<file path="src/sv/murmur3_32_stream_hash_top_defines.svh">
// Assertion macros for the RTL of the stream hash block, used by its top level.
`ifndef MURMUR3_32_STREAM_HASH_TOP_DEFINES_SVH
`define MURMUR3_32_STREAM_HASH_TOP_DEFINES_SVH

`ifndef SYNTHESIS
// Check a property on the rising clock edge, disabled while in reset.
`define MM3_ASSERT(label, clk, rst, prop) \
   label: assert property (@(posedge clk) disable iff (rst) (prop)) \
      else $error("mm3 assertion failed");
// Check a property on the rising clock edge, also during reset.
`define MM3_ASSERT_NORST(label, clk, prop) \
   label: assert property (@(posedge clk) (prop)) \
      else $error("mm3 assertion failed");
`else
`define MM3_ASSERT(label, clk, rst, prop)
`define MM3_ASSERT_NORST(label, clk, prop)
`endif

`endif

</file>
<file path="src/sv/mm3_pkg.sv">
`default_nettype none

package mm3_pkg;

   // Hash constants
   localparam logic [31:0] C1_MUL    = 32'hcc9e2d51;
   localparam logic [31:0] C2_MUL    = 32'h1b873593;
   localparam logic [31:0] ROUND_ADD = 32'he6546b64;
   localparam logic [31:0] FMIX_MUL1 = 32'h85ebca6b;
   localparam logic [31:0] FMIX_MUL2 = 32'hc2b2ae35;

   // Byte counts
   localparam logic [2:0] BYTES_NONE = 3'd0;
   localparam logic [2:0] BYTES_ONE  = 3'd1;
   localparam logic [2:0] BYTES_TWO  = 3'd2;
   localparam logic [2:0] BYTES_FULL = 3'd4;

   // Default depth of the queue between front and back
   localparam int QUEUE_DEPTH_DEF = 2;

   // Classified chunk as it travels through the queue
   typedef struct packed {
      logic [31:0] word;
      logic [2:0]  nbytes;
      logic        full;
      logic        last;
   } mm3_entry_type;

   // Back end sequencer states
   typedef enum logic [2:0] {
      BK_IDLE,
      BK_SCR2,
      BK_MIX,
      BK_FIN1,
      BK_FIN2
   } mm3_back_state_type;

   // Back end status seen by the top level
   typedef struct packed {
      mm3_back_state_type state;
      logic               in_key;
   } mm3_back_stat_type;

   // Queue status
   typedef struct packed {
      logic full;
      logic empty;
   } mm3_queue_stat_type;

   // Low 32 bits of a 32 by 32 product
   function automatic logic [31:0] mm3_mul(input logic [31:0] a, input logic [31:0] b);
      logic [63:0] p;
      p = {32'd0, a} * {32'd0, b};
      return p[31:0];
   endfunction

   // Rotate left by a constant amount
   function automatic logic [31:0] mm3_rotl(input logic [31:0] x, input int r);
      return (x << r) | (x >> (32 - r));
   endfunction

endpackage

`default_nettype wire

</file>
<file path="src/sv/mm3_stream_ifs.sv">
`default_nettype none

// Request channel: key chunks
interface mm3_req_if;
   logic        valid;
   logic        ready;
   logic [31:0] chunk_word;
   logic [2:0]  chunk_bytes;
   logic        last_chunk;

   modport source (output valid, output chunk_word, output chunk_bytes,
                   output last_chunk, input ready);
   modport sink (input valid, input chunk_word, input chunk_bytes,
                 input last_chunk, output ready);
endinterface

// Response channel: finished hashes
interface mm3_rsp_if;
   logic        valid;
   logic        ready;
   logic [31:0] hash_value;

   modport source (output valid, output hash_value, input ready);
   modport sink (input valid, input hash_value, output ready);
endinterface

`default_nettype wire

</file>
<file path="src/sv/mm3_queue.sv">
`default_nettype none

module mm3_queue #(
   parameter int DEPTH = mm3_pkg::QUEUE_DEPTH_DEF
) (
   input  wire logic                   clock,
   input  wire logic                   reset,
   input  wire logic                   push,
   input  wire mm3_pkg::mm3_entry_type push_entry,
   input  wire logic                   pop,
   output      logic                   q_valid,
   output      mm3_pkg::mm3_entry_type q_entry,
   output      mm3_pkg::mm3_queue_stat_type q_stat
);
   import mm3_pkg::*;

   localparam int PW = (DEPTH > 1) ? $clog2(DEPTH) : 1;
   localparam int CW = $clog2(DEPTH + 1);

   mm3_entry_type  mem_ff [DEPTH];
   logic [PW-1:0]  wr_ptr_ff, wr_ptr_in;
   logic [PW-1:0]  rd_ptr_ff, rd_ptr_in;
   logic [CW-1:0]  count_ff, count_in;
   logic           do_push, do_pop;

   assign q_stat.full  = (count_ff == CW'(DEPTH));
   assign q_stat.empty = (count_ff == '0);
   assign q_valid      = !q_stat.empty;
   assign q_entry      = mem_ff[rd_ptr_ff];
   assign do_push      = push && !q_stat.full;
   assign do_pop       = pop && q_valid;

   // Advance pointers and occupancy
   always_comb begin
      wr_ptr_in = wr_ptr_ff;
      rd_ptr_in = rd_ptr_ff;
      count_in  = count_ff;
      if (do_push) begin
         wr_ptr_in = (wr_ptr_ff == PW'(DEPTH - 1)) ? '0 : wr_ptr_ff + 1'b1;
      end
      if (do_pop) begin
         rd_ptr_in = (rd_ptr_ff == PW'(DEPTH - 1)) ? '0 : rd_ptr_ff + 1'b1;
      end
      if (do_push && !do_pop) begin
         count_in = count_ff + 1'b1;
      end else if (!do_push && do_pop) begin
         count_in = count_ff - 1'b1;
      end
   end

   always_ff @(posedge clock) begin
      if (reset) begin
         wr_ptr_ff <= '0;
         rd_ptr_ff <= '0;
         count_ff  <= '0;
      end else begin
         wr_ptr_ff <= wr_ptr_in;
         rd_ptr_ff <= rd_ptr_in;
         count_ff  <= count_in;
      end
   end

   // Store the pushed entry
   always_ff @(posedge clock) begin
      if (do_push) begin
         mem_ff[wr_ptr_ff] <= push_entry;
      end
   end

endmodule

`default_nettype wire

</file>
<file path="src/sv/mm3_front.sv">
`default_nettype none

module mm3_front (
   mm3_req_if.sink                     req_ch,
   input  wire mm3_pkg::mm3_queue_stat_type q_stat,
   output      logic                   push,
   output      mm3_pkg::mm3_entry_type push_entry
);
   import mm3_pkg::*;

   logic [2:0]  nb;
   logic [31:0] mask;
   logic        drop;

   // Clamp oversized counts to a full chunk
   assign nb = (req_ch.chunk_bytes > BYTES_FULL) ? BYTES_FULL : req_ch.chunk_bytes;

   // Mask the unused high bytes
   always_comb begin
      unique case (nb)
         BYTES_NONE: mask = 32'h00000000;
         BYTES_ONE:  mask = 32'h000000ff;
         BYTES_TWO:  mask = 32'h0000ffff;
         3'd3:       mask = 32'h00ffffff;
         default:    mask = 32'hffffffff;
      endcase
   end

   // Drop an empty chunk that does not close the key
   assign drop = (nb == BYTES_NONE) && !req_ch.last_chunk;

   assign push_entry.word   = req_ch.chunk_word & mask;
   assign push_entry.nbytes = nb;
   assign push_entry.full   = (nb == BYTES_FULL);
   assign push_entry.last   = req_ch.last_chunk || (nb != BYTES_FULL);

   assign req_ch.ready = !q_stat.full;
   assign push         = req_ch.valid && !q_stat.full && !drop;

endmodule

`default_nettype wire

</file>
<file path="src/sv/mm3_back.sv">
`default_nettype none

module mm3_back (
   input  wire logic                   clock,
   input  wire logic                   reset,
   input  wire logic [31:0]            seed,
   input  wire logic                   q_valid,
   input  wire mm3_pkg::mm3_entry_type q_entry,
   output      logic                   pop,
   output      mm3_pkg::mm3_back_stat_type bk_stat,
   mm3_rsp_if.source                   rsp_ch
);
   import mm3_pkg::*;

   mm3_back_state_type state_ff, state_in;
   logic [31:0] k_ff, k_in;
   logic [31:0] hash_ff, hash_in;
   logic [31:0] count_ff, count_in;
   logic        in_key_ff, in_key_in;
   logic        full_ff, full_in;
   logic        last_ff, last_in;
   logic [2:0]  nb_ff, nb_in;
   logic [31:0] f_ff, f_in;
   logic [31:0] out_ff, out_in;
   logic        out_valid_ff, out_valid_in;

   logic [31:0] base, h_x, h_r, h_m, h_new, cnt;
   logic [31:0] t1, t2, m2;

   // Mix terms for the current chunk
   always_comb begin
      base  = in_key_ff ? hash_ff : seed;
      h_x   = base ^ k_ff;
      h_r   = mm3_rotl(h_x, 13);
      h_m   = {h_r[29:0], 2'b00} + h_r + ROUND_ADD;
      h_new = full_ff ? h_m : h_x;
      cnt   = (in_key_ff ? count_ff : 32'd0) + {29'd0, nb_ff};
      t1    = f_ff ^ (f_ff >> 16);
      t2    = f_ff ^ (f_ff >> 13);
      m2    = mm3_mul(t2, FMIX_MUL2);
   end

   // Sequence one chunk through scramble and mix, and finalize after the last chunk
   always_comb begin
      state_in     = state_ff;
      k_in         = k_ff;
      hash_in      = hash_ff;
      count_in     = count_ff;
      in_key_in    = in_key_ff;
      full_in      = full_ff;
      last_in      = last_ff;
      nb_in        = nb_ff;
      f_in         = f_ff;
      out_in       = out_ff;
      out_valid_in = out_valid_ff && !rsp_ch.ready;
      pop          = 1'b0;
      unique case (state_ff)
         BK_IDLE: begin
            if (q_valid) begin
               pop      = 1'b1;
               k_in     = mm3_mul(q_entry.word, C1_MUL);
               full_in  = q_entry.full;
               last_in  = q_entry.last;
               nb_in    = q_entry.nbytes;
               state_in = BK_SCR2;
            end
         end
         BK_SCR2: begin
            k_in     = mm3_mul(mm3_rotl(k_ff, 15), C2_MUL);
            state_in = BK_MIX;
         end
         BK_MIX: begin
            if (last_ff) begin
               f_in      = h_new ^ cnt;
               in_key_in = 1'b0;
               count_in  = 32'd0;
               state_in  = BK_FIN1;
            end else begin
               hash_in   = h_new;
               count_in  = cnt;
               in_key_in = 1'b1;
               state_in  = BK_IDLE;
            end
         end
         BK_FIN1: begin
            f_in     = mm3_mul(t1, FMIX_MUL1);
            state_in = BK_FIN2;
         end
         BK_FIN2: begin
            // Hold until the output register is free
            if (!out_valid_ff || rsp_ch.ready) begin
               out_in       = m2 ^ (m2 >> 16);
               out_valid_in = 1'b1;
               state_in     = BK_IDLE;
            end
         end
         default: state_in = BK_IDLE;
      endcase
   end

   always_ff @(posedge clock) begin
      if (reset) begin
         state_ff     <= BK_IDLE;
         in_key_ff    <= 1'b0;
         count_ff     <= 32'd0;
         out_valid_ff <= 1'b0;
      end else begin
         state_ff     <= state_in;
         in_key_ff    <= in_key_in;
         count_ff     <= count_in;
         out_valid_ff <= out_valid_in;
      end
   end

   always_ff @(posedge clock) begin
      k_ff    <= k_in;
      hash_ff <= hash_in;
      full_ff <= full_in;
      last_ff <= last_in;
      nb_ff   <= nb_in;
      f_ff    <= f_in;
      out_ff  <= out_in;
   end

   assign rsp_ch.valid      = out_valid_ff;
   assign rsp_ch.hash_value = out_ff;
   assign bk_stat.state     = state_ff;
   assign bk_stat.in_key    = in_key_ff;

endmodule

`default_nettype wire

</file>
<file path="src/sv/murmur3_32_stream_hash_top.sv">
// Streaming 32-bit MurmurHash3.
// Requests on req_ch carry one little-endian key chunk each: chunk_word,
// chunk_bytes (0 to 4, larger counts act as 4) and last_chunk. A chunk with
// fewer than four bytes closes the key; an empty chunk that is not last is
// taken and dropped. Each key gives one hash_value on rsp_ch.
// The seed register sits at csr addresses 0 to 3 and applies from the next
// key on, or at once when no chunk of the key has been mixed yet.
// Flow: the front classifies a request into a queue in the accepting
// cycle; the back sequencer takes each chunk through scramble multiply,
// second multiply and mix, and pops the next chunk only after the mix; after
// the last chunk of a key the final avalanche multiplies run before the hash
// is loaded into the output register.
// A stalled response holds in the output register while the back keeps
// working on the next key; it stops only when a second hash is ready.
// Requests stall once the queue is full.
// Reset clears the queue, the key state, the output valid and the seed.

`default_nettype none

`include "murmur3_32_stream_hash_top_defines.svh"

module murmur3_32_stream_hash_top #(
   parameter int QUEUE_DEPTH = mm3_pkg::QUEUE_DEPTH_DEF
) (
   input  wire logic        clock,
   input  wire logic        reset,
   mm3_req_if.sink          req_ch,
   mm3_rsp_if.source        rsp_ch,
   input  wire logic        csr_psel,
   input  wire logic        csr_penable,
   input  wire logic        csr_pwrite,
   input  wire logic [2:0]  csr_paddr,
   input  wire logic [31:0] csr_pwdata,
   output      logic [31:0] csr_prdata,
   output      logic        csr_pready
);
   import mm3_pkg::*;

   logic [31:0]        seed_reg_ff;
   logic               push, pop, q_valid;
   mm3_entry_type      push_entry, q_entry;
   mm3_queue_stat_type q_stat;
   mm3_back_stat_type  bk_stat;

   // Seed register write and read back
   assign csr_pready = 1'b1;
   assign csr_prdata = (csr_paddr[2] == 1'b0) ? seed_reg_ff : 32'd0;

   always_ff @(posedge clock) begin
      if (reset) begin
         seed_reg_ff <= 32'd0;
      end else if (csr_psel && csr_penable && csr_pwrite && csr_pready
                   && (csr_paddr[2] == 1'b0)) begin
         seed_reg_ff <= csr_pwdata;
      end
   end

   mm3_front u_front (
      .req_ch     (req_ch),
      .q_stat     (q_stat),
      .push       (push),
      .push_entry (push_entry)
   );

   mm3_queue #(
      .DEPTH (QUEUE_DEPTH)
   ) u_queue (
      .clock      (clock),
      .reset      (reset),
      .push       (push),
      .push_entry (push_entry),
      .pop        (pop),
      .q_valid    (q_valid),
      .q_entry    (q_entry),
      .q_stat     (q_stat)
   );

   mm3_back u_back (
      .clock   (clock),
      .reset   (reset),
      .seed    (seed_reg_ff),
      .q_valid (q_valid),
      .q_entry (q_entry),
      .pop     (pop),
      .bk_stat (bk_stat),
      .rsp_ch  (rsp_ch)
   );

   // No response is offered right after reset
   `MM3_ASSERT_NORST(a_rsp_clear_after_reset, clock, reset |=> !rsp_ch.valid)
   // A queued chunk is picked up by an idle back end
   `MM3_ASSERT(a_pick_up, clock, reset,
      (q_valid && bk_stat.state == BK_IDLE) |=> (bk_stat.state == BK_SCR2))
   // Finalize waits while the output register is blocked
   `MM3_ASSERT(a_fin_hold, clock, reset,
      (bk_stat.state == BK_FIN2 && rsp_ch.valid && !rsp_ch.ready)
      |=> (bk_stat.state == BK_FIN2))
   // The queue never reads full and empty at once
   `MM3_ASSERT(a_queue_sane, clock, reset, !(q_stat.full && q_stat.empty))

endmodule

`default_nettype wire
</file>
<file path="src/flat_wrapper.sv">
// flat-port wrapper written by rule: the top's interface ports become plain ports
module murmur3_32_stream_hash_top_flat import mm3_pkg::*;
#(
   parameter int QUEUE_DEPTH = mm3_pkg::QUEUE_DEPTH_DEF
)
  (clock, reset, csr_psel, csr_penable, csr_pwrite, csr_paddr, csr_pwdata, csr_prdata, csr_pready, req_ch_valid, req_ch_chunk_word, req_ch_chunk_bytes, req_ch_last_chunk, req_ch_ready, rsp_ch_valid, rsp_ch_hash_value, rsp_ch_ready);
  mm3_req_if req_ch_i ();
  mm3_rsp_if rsp_ch_i ();
  input  wire logic clock;
  input  wire logic reset;
  input  wire logic csr_psel;
  input  wire logic csr_penable;
  input  wire logic csr_pwrite;
  input  wire logic [2:0] csr_paddr;
  input  wire logic [31:0] csr_pwdata;
  output      logic [31:0] csr_prdata;
  output      logic csr_pready;
  input wire logic [$bits(req_ch_i.valid)-1:0] req_ch_valid;
  input wire logic [$bits(req_ch_i.chunk_word)-1:0] req_ch_chunk_word;
  input wire logic [$bits(req_ch_i.chunk_bytes)-1:0] req_ch_chunk_bytes;
  input wire logic [$bits(req_ch_i.last_chunk)-1:0] req_ch_last_chunk;
  output wire logic [$bits(req_ch_i.ready)-1:0] req_ch_ready;
  output wire logic [$bits(rsp_ch_i.valid)-1:0] rsp_ch_valid;
  output wire logic [$bits(rsp_ch_i.hash_value)-1:0] rsp_ch_hash_value;
  input wire logic [$bits(rsp_ch_i.ready)-1:0] rsp_ch_ready;
  assign req_ch_i.valid = req_ch_valid;
  assign req_ch_i.chunk_word = req_ch_chunk_word;
  assign req_ch_i.chunk_bytes = req_ch_chunk_bytes;
  assign req_ch_i.last_chunk = req_ch_last_chunk;
  assign req_ch_ready = req_ch_i.ready;
  assign rsp_ch_valid = rsp_ch_i.valid;
  assign rsp_ch_hash_value = rsp_ch_i.hash_value;
  assign rsp_ch_i.ready = rsp_ch_ready;
  murmur3_32_stream_hash_top #(.QUEUE_DEPTH(QUEUE_DEPTH)) u_core (.clock(clock), .reset(reset), .req_ch(req_ch_i), .rsp_ch(rsp_ch_i), .csr_psel(csr_psel), .csr_penable(csr_penable), .csr_pwrite(csr_pwrite), .csr_paddr(csr_paddr), .csr_pwdata(csr_pwdata), .csr_prdata(csr_prdata), .csr_pready(csr_pready));
endmodule
</file>
<file path="config.mk">
export PLATFORM = sky130hd
export DESIGN_NAME = murmur3_32_stream_hash_top_flat
export DESIGN_NICKNAME = d
export VERILOG_FILES = /design/src/sv/mm3_pkg.sv /design/src/sv/mm3_stream_ifs.sv /design/src/sv/mm3_queue.sv /design/src/sv/mm3_front.sv /design/src/sv/mm3_back.sv /design/src/sv/murmur3_32_stream_hash_top.sv /design/src/flat_wrapper.sv
export VERILOG_INCLUDE_DIRS = /design/src /design/src/sv
export SDC_FILE = /design/constraint.sdc
export NUM_CORES = 2
export LEC_CHECK = 0
export ABC_CLOCK_PERIOD_IN_PS = 9600
export BUFFER_PORTS_ARGS = -buffer_cell sky130_fd_sc_hd__buf_2
export CAP_MARGIN = 25
export CORE_ASPECT_RATIO = 1.2
export CORE_UTILIZATION = 55
export CTS_CLUSTER_SIZE = 28
export DETAILED_ROUTE_END_ITERATION = 8
export GPL_TIMING_DRIVEN = 0
export PLACE_DENSITY = 0.72
export SLEW_MARGIN = 40
export SYNTH_ARGS = -nofsm -noshare
export SYNTH_HDL_FRONTEND = slang
export SYNTH_HIERARCHICAL = 1
export SYNTH_SLANG_ARGS = --single-unit
</file>
<file path="constraint.sdc">
create_clock -name clock -period 9.6 [get_ports clock]
set_clock_uncertainty 0.15 [all_clocks]
set_input_delay 0.96 -clock clock [delete_from_list [all_inputs] [get_ports clock]]
set_output_delay 0.96 -clock clock [all_outputs]
set_load 0.01 [all_outputs]
</file>
==> qor.yml <==
setup_path:
  crit_required_ns: 9.78
  critPathMaxFanout: 8
  worst_ep_arrival_time_ns: 8.51
  cp_slowest_cell: "xnor2_2"
  criticalPathCategory: "reg -> reg"
  max_stage_delay_ns: 0.68
  startpoint_type: "flip-flop"
  cp_top_family: "adder cells"
  cp.buffers_inverters: 2
  cp_common_cell: "fa_1"
  worstSetupEndpointType: "flip-flop"
  path_cells: "xnor2_2, inv_1, ha_1, ha_1, a21oi_1, fa_1, fa_1, fa_1, fa_1, fa_1, fa_1, inv_1, ha_1, and2_1, and3_1, a21oi_1, o211ai_1, nand2_1, o21ai_1, a21oi_1, xnor3_1"
cts:
  cts_tree: "yes"
  numCtsBuffers: 35
  post_cts_buffers: 0
  clockBufferDepth: 3
  insertion_delay_ns: 0.60
  hold_buffers: 0
  h-tree-depth: 2
  clk_pin_slew_ns: 0.05
  cts_root_buffer: "clkbuf_16"
  ctsResizeCount: 0
  clkSinkCount: 281
global_route:
  grtUsageTotal: 0.2993
  overflow: 0
  antenna_found_initial: 3
  grt_pass1_wl_um: 200000
  grt_pass1_vias: 35646
  grt_max_degree: 38
floorplan:
  start_util: 0.5576
  die-area_sq_mm: 0.08906
  boundaryPins: 145
  core-area_sq_mm: 0.08667
  die_w_um: 272.6
  rows: 118
  die_y_um: 326.7
route:
  vias_per_cell: 5.427
  via_count: 33002
  wl_per_cell_um: 21.19
  antenna_left: 0
  first_pass_iters: 6
  route.detailed.drc: 0
  totalWireLength_um: 128800
  drt-initial-drc-count: 1890
placement:
  dp.final_hpwl_um: 111100
  io_buffers: 141
  place_ws_ns: 1.398
  place_congestion: 0.9802
final_layout:
  final_core_util: 0.5999
  final_nets: 6514
  area_growth_syn_to_layout_pct: 7.583
  drive_above_1_share: 0.06761
timing:
  fin_crit_ns: 8.337
  tns_ns: 0
  fmax_ghz: 0.1200
  max_slew.worst_pin.slew_ns: 0.8984
  setup_viol: 0
  final.setup.worst_slack_ns: 1.263
  hold_viol_final: 0
  slew_violations: 0
  rsz0062_at_grt: "false"
  max-slew-margin-rel: 0.3990
  period_share: 0.8684
yosys:
  ys_warn_count: 6
  syn-num-nets: 6329
  synthCells: 4728
  syn_avg_cell_area_sq_um: 10.22
  synthesis.area_sq_mm: 0.04833
worst_hold_path:
  min_path_type: "reg -> reg"
run:
  maxCapViolations: 0
outcome:
  status: "finished clean"
[per-stage QoR]
step / std cells / hold slack, ns / area [sq um]
final: 6081 / 0.3329 / 51990
after global routing: 6080 / 0.3646 / 51990
after CTS: 6078 / 0.3350 / 51940
after detailed placement: 6014 / 0.3204 / 50710
after global placement: 6009 / 0.3128 / 50460
after floorplan: 4728 / 0.2948 / 48330
[layer usage]
layer,routed length [um],part of all wire,global-route usage,up-vias
li1,-,-,-,15237
met1,48730,0.38,0.3515,16528
met5,9,0.000070,0,-
met2,66880,0.52,0.5384,925
met3,5438,0.042,0.02845,310
met4,7788,0.060,0.1579,2
[worst reg2reg max path: stages (launching register included)]
cell and delay [ns]:
edfxtp_1 0.67, xnor2_2 0.68, inv_1 0.28, ha_1 0.39
ha_1 0.39, a21oi_1 0.27, fa_1 0.48, fa_1 0.56
fa_1 0.47, fa_1 0.56, fa_1 0.43, fa_1 0.49
inv_1 0.04, ha_1 0.34, and2_1 0.18, and3_1 0.18
a21oi_1 0.33, o211ai_1 0.24, nand2_1 0.16, o21ai_1 0.11
a21oi_1 0.29, xnor3_1 0.37
[final timing paths]
| path | start | to | slack, ns | cells after the start |
|---|---|---|---|---|
| worst min-delay path | u_core/seed_reg_ff[23] | u_core/seed_reg_ff[23] | 0.33 | 2 |
| worst max-delay path | u_core/u_back/f_ff[21] | u_core/u_back/rsp_ch.hash_value[15] | 1.26 | 21 |
| worst max register to register | u_core/u_back/f_ff[21] | u_core/u_back/rsp_ch.hash_value[15] | 1.26 | 21 |
| worst min register to register | u_core/seed_reg_ff[23] | u_core/seed_reg_ff[23] | 0.33 | 2 |
[cell type report]
cell class / instances / area (sq um)
plain buffers: 66 / 342.8
clock inverters: 21 / 305.3
fillers: 7359 / 34670
repair buffers: 148 / 813.3
inverters: 1263 / 4741
well taps: 1140 / 1426
flip-flops and latches: 281 / 7697
clock buffers: 43 / 927.1
multi-input cells: 3118 / 35740
diodes: 1 / 2.502
[registers in the layout, summed over array words and instances, names as in the netlist, named ones only]
name and cells:
u_core/u_queue/mem_ff 74, u_core/seed_reg_ff 32, u_core/u_back/count_ff 32, u_core/u_back/f_ff 32
u_core/u_back/hash_ff 32, u_core/u_back/k_ff 32, u_core/u_back/rsp_ch.hash_value 32, u_core/u_back/nb_ff 3
u_core/u_back/state_ff 3, u_core/u_queue/count_ff 2, u_core/u_back/full_ff 1, u_core/u_back/in_key_ff 1
u_core/u_back/last_ff 1, u_core/u_back/rsp_ch.valid 1, u_core/u_queue/rd_ptr_ff 1, u_core/u_queue/wr_ptr_ff 1
[layout by cell type, fill, tap and decap left out, types with 6 or more instances in the layout]
cell type / instances
a211oi_1: 12
a21o_1: 51
a21oi_1: 140
a22oi_1: 25
a31oi_1: 9
and2_1: 35
and2b_1: 7
and3_1: 12
buf_2: 147
bufinv_16: 6
clkbuf_1: 54
clkbuf_16: 36
dfxtp_1: 74
edfxtp_1: 207
fa_1: 731
ha_1: 792
inv_1: 1262
mux2_2: 46
mux2i_1: 71
nand2_1: 132
nand2b_1: 81
nand3_1: 40
nand3b_1: 7
nand4_1: 8
nor2_1: 130
nor2b_1: 64
nor3_1: 32
o211ai_1: 9
o21a_1: 18
o21ai_0: 97
o21ai_1: 15
o21bai_1: 17
o31ai_1: 8
or2_2: 9
or3_1: 16
xnor2_1: 279
xor2_1: 112
xor2_2: 13
Power is left out: the tool's default activity adds up to more than one toggle a clock period on the data nets, which glitch-free logic cannot reach.
